## src/rtl/string_escape_decoder_assert.svh

```systemverilog
// Assertion macros for the string escape decoder.
`ifndef STRING_ESCAPE_DECODER_ASSERT_SVH
`define STRING_ESCAPE_DECODER_ASSERT_SVH

// Same-cycle implication, checked out of reset.
`define SED_ASSERT_NOW(label, clk, rstn, ante, cons, msg) \
    label: assert property (@(posedge clk) disable iff (!(rstn)) (ante) |-> (cons)) \
        else $error(msg);

// Next-cycle implication, checked out of reset.
`define SED_ASSERT_NEXT(label, clk, rstn, ante, cons, msg) \
    label: assert property (@(posedge clk) disable iff (!(rstn)) (ante) |=> (cons)) \
        else $error(msg);

`endif

```

## src/rtl/sed_pkg.sv

```systemverilog
`default_nettype none

package sed_pkg;

    // Default escape lengths
    localparam int HEX_DIGITS_DEF = 4;
    localparam int OCT_DIGITS_DEF = 3;

    // Decoder mode codes
    localparam logic [2:0] MODE_TEXT = 3'd0;
    localparam logic [2:0] MODE_ESC  = 3'd1;
    localparam logic [2:0] MODE_UNI  = 3'd2;
    localparam logic [2:0] MODE_OCT  = 3'd3;

    // Characters of interest
    localparam logic [7:0] CH_BACKSLASH = 8'h5C;
    localparam logic [7:0] CH_U         = 8'h75;
    localparam logic [7:0] CH_0         = 8'h30;
    localparam logic [7:0] CH_7         = 8'h37;
    localparam logic [15:0] BYTE_MAX    = 16'h00FF;
    localparam logic [15:0] HEX_SAT_LIM = 16'h0FFF;

    typedef struct packed {
        logic [7:0] char_byte;
        logic       end_of_string;
    } sed_in_t;

    typedef struct packed {
        logic [7:0] out_byte;
        logic       byte_present;
        logic       string_done;
        logic       last_of_run;
    } sed_out_t;

    // Up to two results produced by one input word
    typedef struct packed {
        logic [1:0] cnt;
        sed_out_t   r0;
        sed_out_t   r1;
    } sed_res_list_t;

    // Append one result to the list; a third one is dropped
    function automatic sed_res_list_t add_res(sed_res_list_t l, logic [7:0] b, logic p);
        sed_res_list_t o;
        sed_out_t      r;
        o = l;
        r.out_byte     = p ? b : 8'h00;
        r.byte_present = p;
        r.string_done  = 1'b0;
        r.last_of_run  = 1'b0;
        if (l.cnt == 2'd0) begin
            o.r0  = r;
            o.cnt = 2'd1;
        end else if (l.cnt == 2'd1) begin
            o.r1  = r;
            o.cnt = 2'd2;
        end
        return o;
    endfunction

    // Emit the pending escape value, if any
    function automatic sed_res_list_t flush_res(sed_res_list_t l, logic [2:0] mode,
                                                logic [15:0] val);
        sed_res_list_t o;
        o = l;
        if (mode == MODE_UNI) begin
            o = add_res(l, val[7:0], val <= BYTE_MAX);
        end else if (mode == MODE_OCT) begin
            o = add_res(l, val[7:0], 1'b1);
        end
        return o;
    endfunction

    // Hex digit: {valid, value}
    function automatic logic [4:0] hex_digit(logic [7:0] c);
        logic [4:0] r;
        r = 5'd0;
        if (c >= 8'h30 && c <= 8'h39) begin
            r = {1'b1, c[3:0]};
        end else if ((c >= 8'h61 && c <= 8'h66) || (c >= 8'h41 && c <= 8'h46)) begin
            r = {1'b1, 4'(c[3:0] + 4'd9)};
        end
        return r;
    endfunction

    // Single-character escape: {valid, byte}
    function automatic logic [8:0] simple_esc(logic [7:0] c);
        logic [8:0] r;
        unique case (c)
            8'h62:   r = {1'b1, 8'h08};
            8'h74:   r = {1'b1, 8'h09};
            8'h6E:   r = {1'b1, 8'h0A};
            8'h66:   r = {1'b1, 8'h0C};
            8'h72:   r = {1'b1, 8'h0D};
            8'h22:   r = {1'b1, 8'h22};
            8'h27:   r = {1'b1, 8'h27};
            8'h5C:   r = {1'b1, 8'h5C};
            default: r = 9'd0;
        endcase
        return r;
    endfunction

endpackage

`default_nettype wire

```

## src/rtl/sed_decode.sv

```systemverilog
`default_nettype none

module sed_decode import sed_pkg::*; #(
    parameter int HEX_DIGITS = HEX_DIGITS_DEF,
    parameter int OCT_DIGITS = OCT_DIGITS_DEF
) (
    input  wire logic    aclk,
    input  wire logic    aresetn,
    input  wire logic    fire,
    input  wire sed_in_t in_word,
    output sed_res_list_t res
);

    localparam int MAX_DIG = (HEX_DIGITS > OCT_DIGITS) ? HEX_DIGITS : OCT_DIGITS;
    localparam int DIG_W   = $clog2(MAX_DIG + 1);
    localparam logic OCT_SINGLE = (OCT_DIGITS <= 1);

    logic [2:0]       mode_reg, mode_next;
    logic [15:0]      val_reg, val_next;
    logic [DIG_W-1:0] dig_reg, dig_next;
    logic [DIG_W-1:0] dig_inc;
    logic [7:0]       c;
    logic             e;
    logic [4:0]       hx;
    logic [8:0]       se;
    logic             is_oct;
    logic             do_text;
    sed_res_list_t    l;

    assign c       = in_word.char_byte;
    assign e       = in_word.end_of_string;
    assign hx      = hex_digit(c);
    assign se      = simple_esc(c);
    assign is_oct  = (c >= CH_0) && (c <= CH_7);
    assign dig_inc = dig_reg + DIG_W'(1);

    // Decode one word against the pending escape
    always_comb begin
        l         = '0;
        mode_next = mode_reg;
        val_next  = val_reg;
        dig_next  = dig_reg;
        do_text   = 1'b0;
        unique case (mode_reg)
            MODE_ESC: begin
                mode_next = MODE_TEXT;
                val_next  = '0;
                dig_next  = '0;
                if (se[8]) begin
                    l = add_res(l, se[7:0], 1'b1);
                end else if (c == CH_U) begin
                    mode_next = MODE_UNI;
                end else if (is_oct) begin
                    if (OCT_SINGLE) begin
                        l = add_res(l, {5'd0, c[2:0]}, 1'b1);
                    end else begin
                        mode_next = MODE_OCT;
                        val_next  = {13'd0, c[2:0]};
                        dig_next  = DIG_W'(1);
                    end
                end else begin
                    l = add_res(l, c, 1'b1);
                end
            end
            MODE_UNI: begin
                if (c == CH_U && dig_reg == '0) begin
                    // extra u: hold
                end else if (hx[4]) begin
                    val_next = (val_reg > HEX_SAT_LIM) ? 16'hFFFF : {val_reg[11:0], hx[3:0]};
                    dig_next = dig_inc;
                    if (dig_inc >= DIG_W'(HEX_DIGITS)) begin
                        l         = flush_res(l, MODE_UNI, val_next);
                        mode_next = MODE_TEXT;
                        val_next  = '0;
                        dig_next  = '0;
                    end
                end else begin
                    l         = flush_res(l, MODE_UNI, val_reg);
                    mode_next = MODE_TEXT;
                    val_next  = '0;
                    dig_next  = '0;
                    do_text   = 1'b1;
                end
            end
            MODE_OCT: begin
                if (is_oct) begin
                    val_next = {val_reg[12:0], c[2:0]};
                    dig_next = dig_inc;
                    if (dig_inc >= DIG_W'(OCT_DIGITS)) begin
                        l         = flush_res(l, MODE_OCT, val_next);
                        mode_next = MODE_TEXT;
                        val_next  = '0;
                        dig_next  = '0;
                    end
                end else begin
                    l         = flush_res(l, MODE_OCT, val_reg);
                    mode_next = MODE_TEXT;
                    val_next  = '0;
                    dig_next  = '0;
                    do_text   = 1'b1;
                end
            end
            default: begin
                mode_next = MODE_TEXT;
                do_text   = 1'b1;
            end
        endcase

        // Plain text; an opening backslash starts an escape
        if (do_text) begin
            if (c != CH_BACKSLASH || e) begin
                l = add_res(l, c, 1'b1);
            end else begin
                mode_next = MODE_ESC;
            end
        end

        // Flush whatever is pending at end of string
        if (e) begin
            l         = flush_res(l, mode_next, val_next);
            mode_next = MODE_TEXT;
            val_next  = '0;
            dig_next  = '0;
        end

        // Every word gives at least one result
        if (l.cnt == 2'd0) begin
            l = add_res(l, 8'h00, 1'b0);
        end

        // Mark the last result of the run
        if (l.cnt == 2'd1) begin
            l.r0.last_of_run = 1'b1;
            l.r0.string_done = e;
        end else begin
            l.r1.last_of_run = 1'b1;
            l.r1.string_done = e;
        end
    end

    assign res = l;

    // Advance escape state on each decoded word
    always_ff @(posedge aclk) begin
        if (!aresetn) begin
            mode_reg <= MODE_TEXT;
            val_reg  <= '0;
            dig_reg  <= '0;
        end else if (fire) begin
            mode_reg <= mode_next;
            val_reg  <= val_next;
            dig_reg  <= dig_next;
        end
    end

endmodule

`default_nettype wire

```

## src/rtl/sed_out_buf.sv

```systemverilog
`default_nettype none

module sed_out_buf import sed_pkg::*; (
    input  wire logic          aclk,
    input  wire logic          aresetn,
    input  wire logic          load,
    input  wire sed_res_list_t res,
    output logic               can_load,
    output logic               m_valid,
    input  wire logic          m_ready,
    output sed_out_t           m_data
);

    sed_out_t head_reg, tail_reg;
    logic     head_vld_reg, tail_vld_reg;

    // Take a new run once the buffer drains this cycle
    assign can_load = !head_vld_reg || (m_ready && !tail_vld_reg);
    assign m_valid  = head_vld_reg;
    assign m_data   = head_reg;

    // Load a run or shift the second result forward
    always_ff @(posedge aclk) begin
        if (!aresetn) begin
            head_vld_reg <= 1'b0;
            tail_vld_reg <= 1'b0;
        end else if (load) begin
            head_vld_reg <= 1'b1;
            tail_vld_reg <= (res.cnt == 2'd2);
        end else if (head_vld_reg && m_ready) begin
            head_vld_reg <= tail_vld_reg;
            tail_vld_reg <= 1'b0;
        end
    end

    always_ff @(posedge aclk) begin
        if (load) begin
            head_reg <= res.r0;
            tail_reg <= res.r1;
        end else if (head_vld_reg && m_ready) begin
            head_reg <= tail_reg;
        end
    end

endmodule

`default_nettype wire

```

## src/rtl/string_escape_decoder.sv

```systemverilog
// Each accepted word is held in the input register, decoded and loaded into the result buffer.
// Throughput: one word per cycle while m_ready is high; a word with two results holds
// the input while the two-entry result buffer drains.
// Reset: aresetn synchronous, active low; clears the escape state to plain text
// and empties the input and result registers.
`default_nettype none
`include "string_escape_decoder_assert.svh"

module string_escape_decoder import sed_pkg::*; #(
    parameter int HEX_DIGITS = HEX_DIGITS_DEF,
    parameter int OCT_DIGITS = OCT_DIGITS_DEF
) (
    input  wire logic    aclk,
    input  wire logic    aresetn,
    input  wire logic    s_valid,
    output logic         s_ready,
    input  wire sed_in_t s_data,
    output logic         m_valid,
    input  wire logic    m_ready,
    output sed_out_t     m_data
);

    sed_in_t       in_data_reg;
    logic          in_vld_reg;
    logic          can_load;
    logic          fire;
    sed_res_list_t res;

    assign fire    = in_vld_reg && can_load;
    assign s_ready = !in_vld_reg || fire;

    // Input register
    always_ff @(posedge aclk) begin
        if (!aresetn) begin
            in_vld_reg <= 1'b0;
        end else if (s_valid && s_ready) begin
            in_vld_reg <= 1'b1;
        end else if (fire) begin
            in_vld_reg <= 1'b0;
        end
    end

    always_ff @(posedge aclk) begin
        if (s_valid && s_ready) begin
            in_data_reg <= s_data;
        end
    end

    sed_decode #(
        .HEX_DIGITS(HEX_DIGITS),
        .OCT_DIGITS(OCT_DIGITS)
    ) u_decode (
        .aclk    (aclk),
        .aresetn (aresetn),
        .fire    (fire),
        .in_word (in_data_reg),
        .res     (res)
    );

    sed_out_buf u_out_buf (
        .aclk     (aclk),
        .aresetn  (aresetn),
        .load     (fire),
        .res      (res),
        .can_load (can_load),
        .m_valid  (m_valid),
        .m_ready  (m_ready),
        .m_data   (m_data)
    );

    // Checks
    `SED_ASSERT_NEXT(a_fire_shows, aclk, aresetn, fire, m_valid, "decoded word not presented")
    `SED_ASSERT_NEXT(a_run_whole, aclk, aresetn, m_valid && m_ready && !m_data.last_of_run, m_valid, "run broken")
    `SED_ASSERT_NOW(a_done_last, aclk, aresetn, m_valid && m_data.string_done, m_data.last_of_run, "done not on last")
    `SED_ASSERT_NOW(a_empty_zero, aclk, aresetn, m_valid && !m_data.byte_present, m_data.out_byte == 8'h00, "empty word nonzero")

endmodule

`default_nettype wire

```

## config.mk

```make
export PLATFORM = sky130hd
export DESIGN_NAME = string_escape_decoder
export DESIGN_NICKNAME = d
export VERILOG_FILES = /design/src/rtl/sed_pkg.sv /design/src/rtl/sed_decode.sv /design/src/rtl/sed_out_buf.sv /design/src/rtl/string_escape_decoder.sv
export VERILOG_INCLUDE_DIRS = /design/src /design/src/rtl
export SDC_FILE = /design/constraint.sdc
export NUM_CORES = 1
export LEC_CHECK = 0
export BUFFER_PORTS_ARGS = -buffer_cell sky130_fd_sc_hd__buf_2
export CAP_MARGIN = 30
export CORE_MARGIN = 4
export CORE_UTILIZATION = 40
export DETAILED_ROUTE_END_ITERATION = 16
export MAX_ROUTING_LAYER = met4
export SETUP_SLACK_MARGIN = 0.15
export SYNTH_ARGS = -nofsm -noshare
export SYNTH_HDL_FRONTEND = slang
export SYNTH_SLANG_ARGS = --single-unit
```

## constraint.sdc

```tcl
create_clock -name aclk -period 4.4 [get_ports aclk]
set_input_delay 1.32 -clock aclk [delete_from_list [all_inputs] [get_ports aclk]]
set_output_delay 1.32 -clock aclk [all_outputs]
set_load 0.02 [all_outputs]
```

==> results.json <==
{
  "post-dp-hpwl_um": 9730,
  "port_buffers": 25,
  "dieArea_um2": 12000,
  "slew_headroom_pct": 31.7,
  "antenna_left": 0,
  "dr.pass1.iters": 5,
  "cts_tree": "done",
  "synth_top_cell_by_area": "edfxtp_1",
  "crit_family": "compound AO/OA/AOI/OAI gates",
  "rows": 36,
  "synth_top_area_share_pct": 22.5,
  "synthCells": 477,
  "tns_ns": 0,
  "rsz0062_at_grt": "false",
  "clock_latency_ns": 0.32,
  "hp-class": "reg2reg",
  "worstSetupEndpointType": "register",
  "grt_pass1_vias": 3833,
  "diodes": 0,
  "clk_path_buf_depth": 2,
  "place_congestion": 0.939,
  "whs_ns": 0.523,
  "h-tree-depth": 2,
  "max_freq_ghz": 0.254,
  "cp_cell_sequence": "inv_1, ha_1, o21bai_1, a2111o_1, a21oi_2, o2111ai_1, ha_1, o21ai_2, ha_2, nand2_1, a211o_1, o211ai_1, buf_4, a31oi_1, a21oi_1, o31ai_1",
  "cts.clk_slew.worst_paths_ns": 0.11,
  "drt-total-wl_um": 13000,
  "grt_antenna_before_repair": 0,
  "crit_path_start_kind": "register",
  "track_usage_pct": 23.2,
  "synthTopCellsByArea": "edfxtp_1 (23%), dfxtp_1 (12%), a22oi_1 (6.0%)",
  "core_um2": 9910,
  "final_core_util_pct": 46.3,
  "numCtsBuffers": 5,
  "post-place-cells": 625,
  "syn_to_final_growth_pct": 11.0,
  "outcome": "complete, no violations",
  "die_height_um": 110,
  "hold_viol": 0,
  "p_total_mw": 1.05,
  "drt_iter0_markers": 436,
  "critPathMaxFanout": 8,
  "fp.dieW_um": 110,
  "cts_hold_buf": 0,
  "drc": 0,
  "drv_cap": 0,
  "required_ns": 4.49,
  "setup_viol": 0,
  "period_share_pct": 89.4,
  "cp.arrival_ns": 4.02,
  "nets": 526,
  "grt_overflow": 0,
  "layout_commonest_cell": "nor2_1",
  "yosysSeqAreaShare_pct": 34.6,
  "finalMaxSlewViolations": 0,
  "ir_drop_uv": 149,
  "cp_num_buf_inv": 2,
  "synth_edf_count": 31,
  "cp_slowest_stage_delay_ns": 0.52,
  "yosys_warnings": 0,
  "largest_reg_flops": 16,
  "crit_type": "reg2reg",
  "synth_nets": 502,
  "drive_gt1_share_pct": 18.9,
  "grt_pass1_wl_um": 20900,
  "finalNonFillerCells": 635,
  "ys_async_sr_fraction_pct": 0,
  "grt_max_degree": 26,
  "start_util_pct": 41.7,
  "drt-vias-per-instance": 6.36,
  "root_buffer": "clkbuf_8",
  "period_minus_slack_ns": 3.93,
  "worst_pin_slew_ns": 1.02,
  "ys.flop_type": "edfxtp_1",
  "ys_seq_elements": 56,
  "fillers": 987,
  "p_per_area_nw_per_um2": 230,
  "cellLeakagePower_nw": 1.57,
  "num_io_pins": 26,
  "clock-skew-final_ns": 0.0113,
  "syn_area_um2": 4130,
  "worst_path_max_delay_cell": "a2111o_1",
  "cts.sinks": 56,
  "mostFrequentLayoutCells": "nor2_1 (44), nand2_1 (38), o21ai_0 (37)",
  "crit_top_cell": "ha_1",
  "wl_per_cell_um": 20.4,
  "postSynthAreaPerCell_um2": 8.66,
  "num_vias": 4036,
  "synth_cell_types": 82
}
-- tightest hold or removal path, cell delays in order, from the launching register on --
cell      delay [ns]
dfxtp_1         0.35
nand2_1         0.06
a21boi_0        0.07
-- synth_stat cells (all sizes together) (12+ instances only) --
cell type	number
nor2	48
o21ai	43
nand2	39
a22oi	33
edfxtp	31
dfxtp	25
clkbuf	22
nor2b	22
a21oi	19
buf	14
inv	14
ha	12
-- cells by family after synthesis --
kind of cell / count (synthesis) / synth area share [%]
adders and majority gates: 12 / 3.63
buffers and inverters: 50 / 5.33
muxes: 6 / 1.48
and+or+nand+nor: 178 / 24.4
AOI/OAI and AO/OA: 174 / 30.1
DFF: 56 / 34.6
xor gates and xnor gates: 1 / 0.394
-- where the power goes --
group	leakage, nW	total, mW	internal, mW	switching, mW
registers	0.511	0.579	0.569	0.00988
clock network	0.0558	0.350	0.172	0.177
logic	1.01	0.125	0.0439	0.0815
total	1.57	1.05	0.785	0.269
-- final cells by class --
| cell class | count | area, um2 | area share (%) |
|---|---|---|---|
| sequential | 56 | 1430 | 31.2 |
| inverter | 14 | 52.6 | 1.15 |
| multi-input combinational | 371 | 2490 | 54.3 |
| clock inverter | 2 | 38.8 | 0.846 |
| clock buffer | 6 | 72.6 | 1.58 |
| timing repair buffer | 53 | 335 | 7.31 |
| tap | 133 | 166 | 3.63 |
-- final timing paths --
path	start	end	slack, ns	depth (start not counted)
setup / recovery	in_data_reg[1]	u_out_buf.m_data[2]	0.47	16
hold reg to reg	u_decode.dig_reg[1]	u_decode.dig_reg[1]	0.52	2
hold / removal	u_decode.dig_reg[1]	u_decode.dig_reg[1]	0.52	2
setup reg to reg	in_data_reg[1]	u_out_buf.m_data[2]	0.47	16
-- metal layers --
layer	global-route usage [%]	part of all wire (%)
met5	-	0
met1	30.7	42
met4	7.75	2.2
met3	3.76	7.9
met2	36.4	47
-- stage by stage --
step	setup slack (ns)	instance area, um2
after floorplan	0.340	4130
after global placement	0.396	4450
after detailed placement	0.219	4450
after CTS	0.197	4560
after global routing	0.160	4590
final	0.468	4590
-- what timing repair did --
item | 4_1_cts | 5_1_grt
setup buffers | 0 | 2
resized for setup | 0 | 4
setup endpoints to repair | 0 | 9
(Power assumes the default switching activity.)
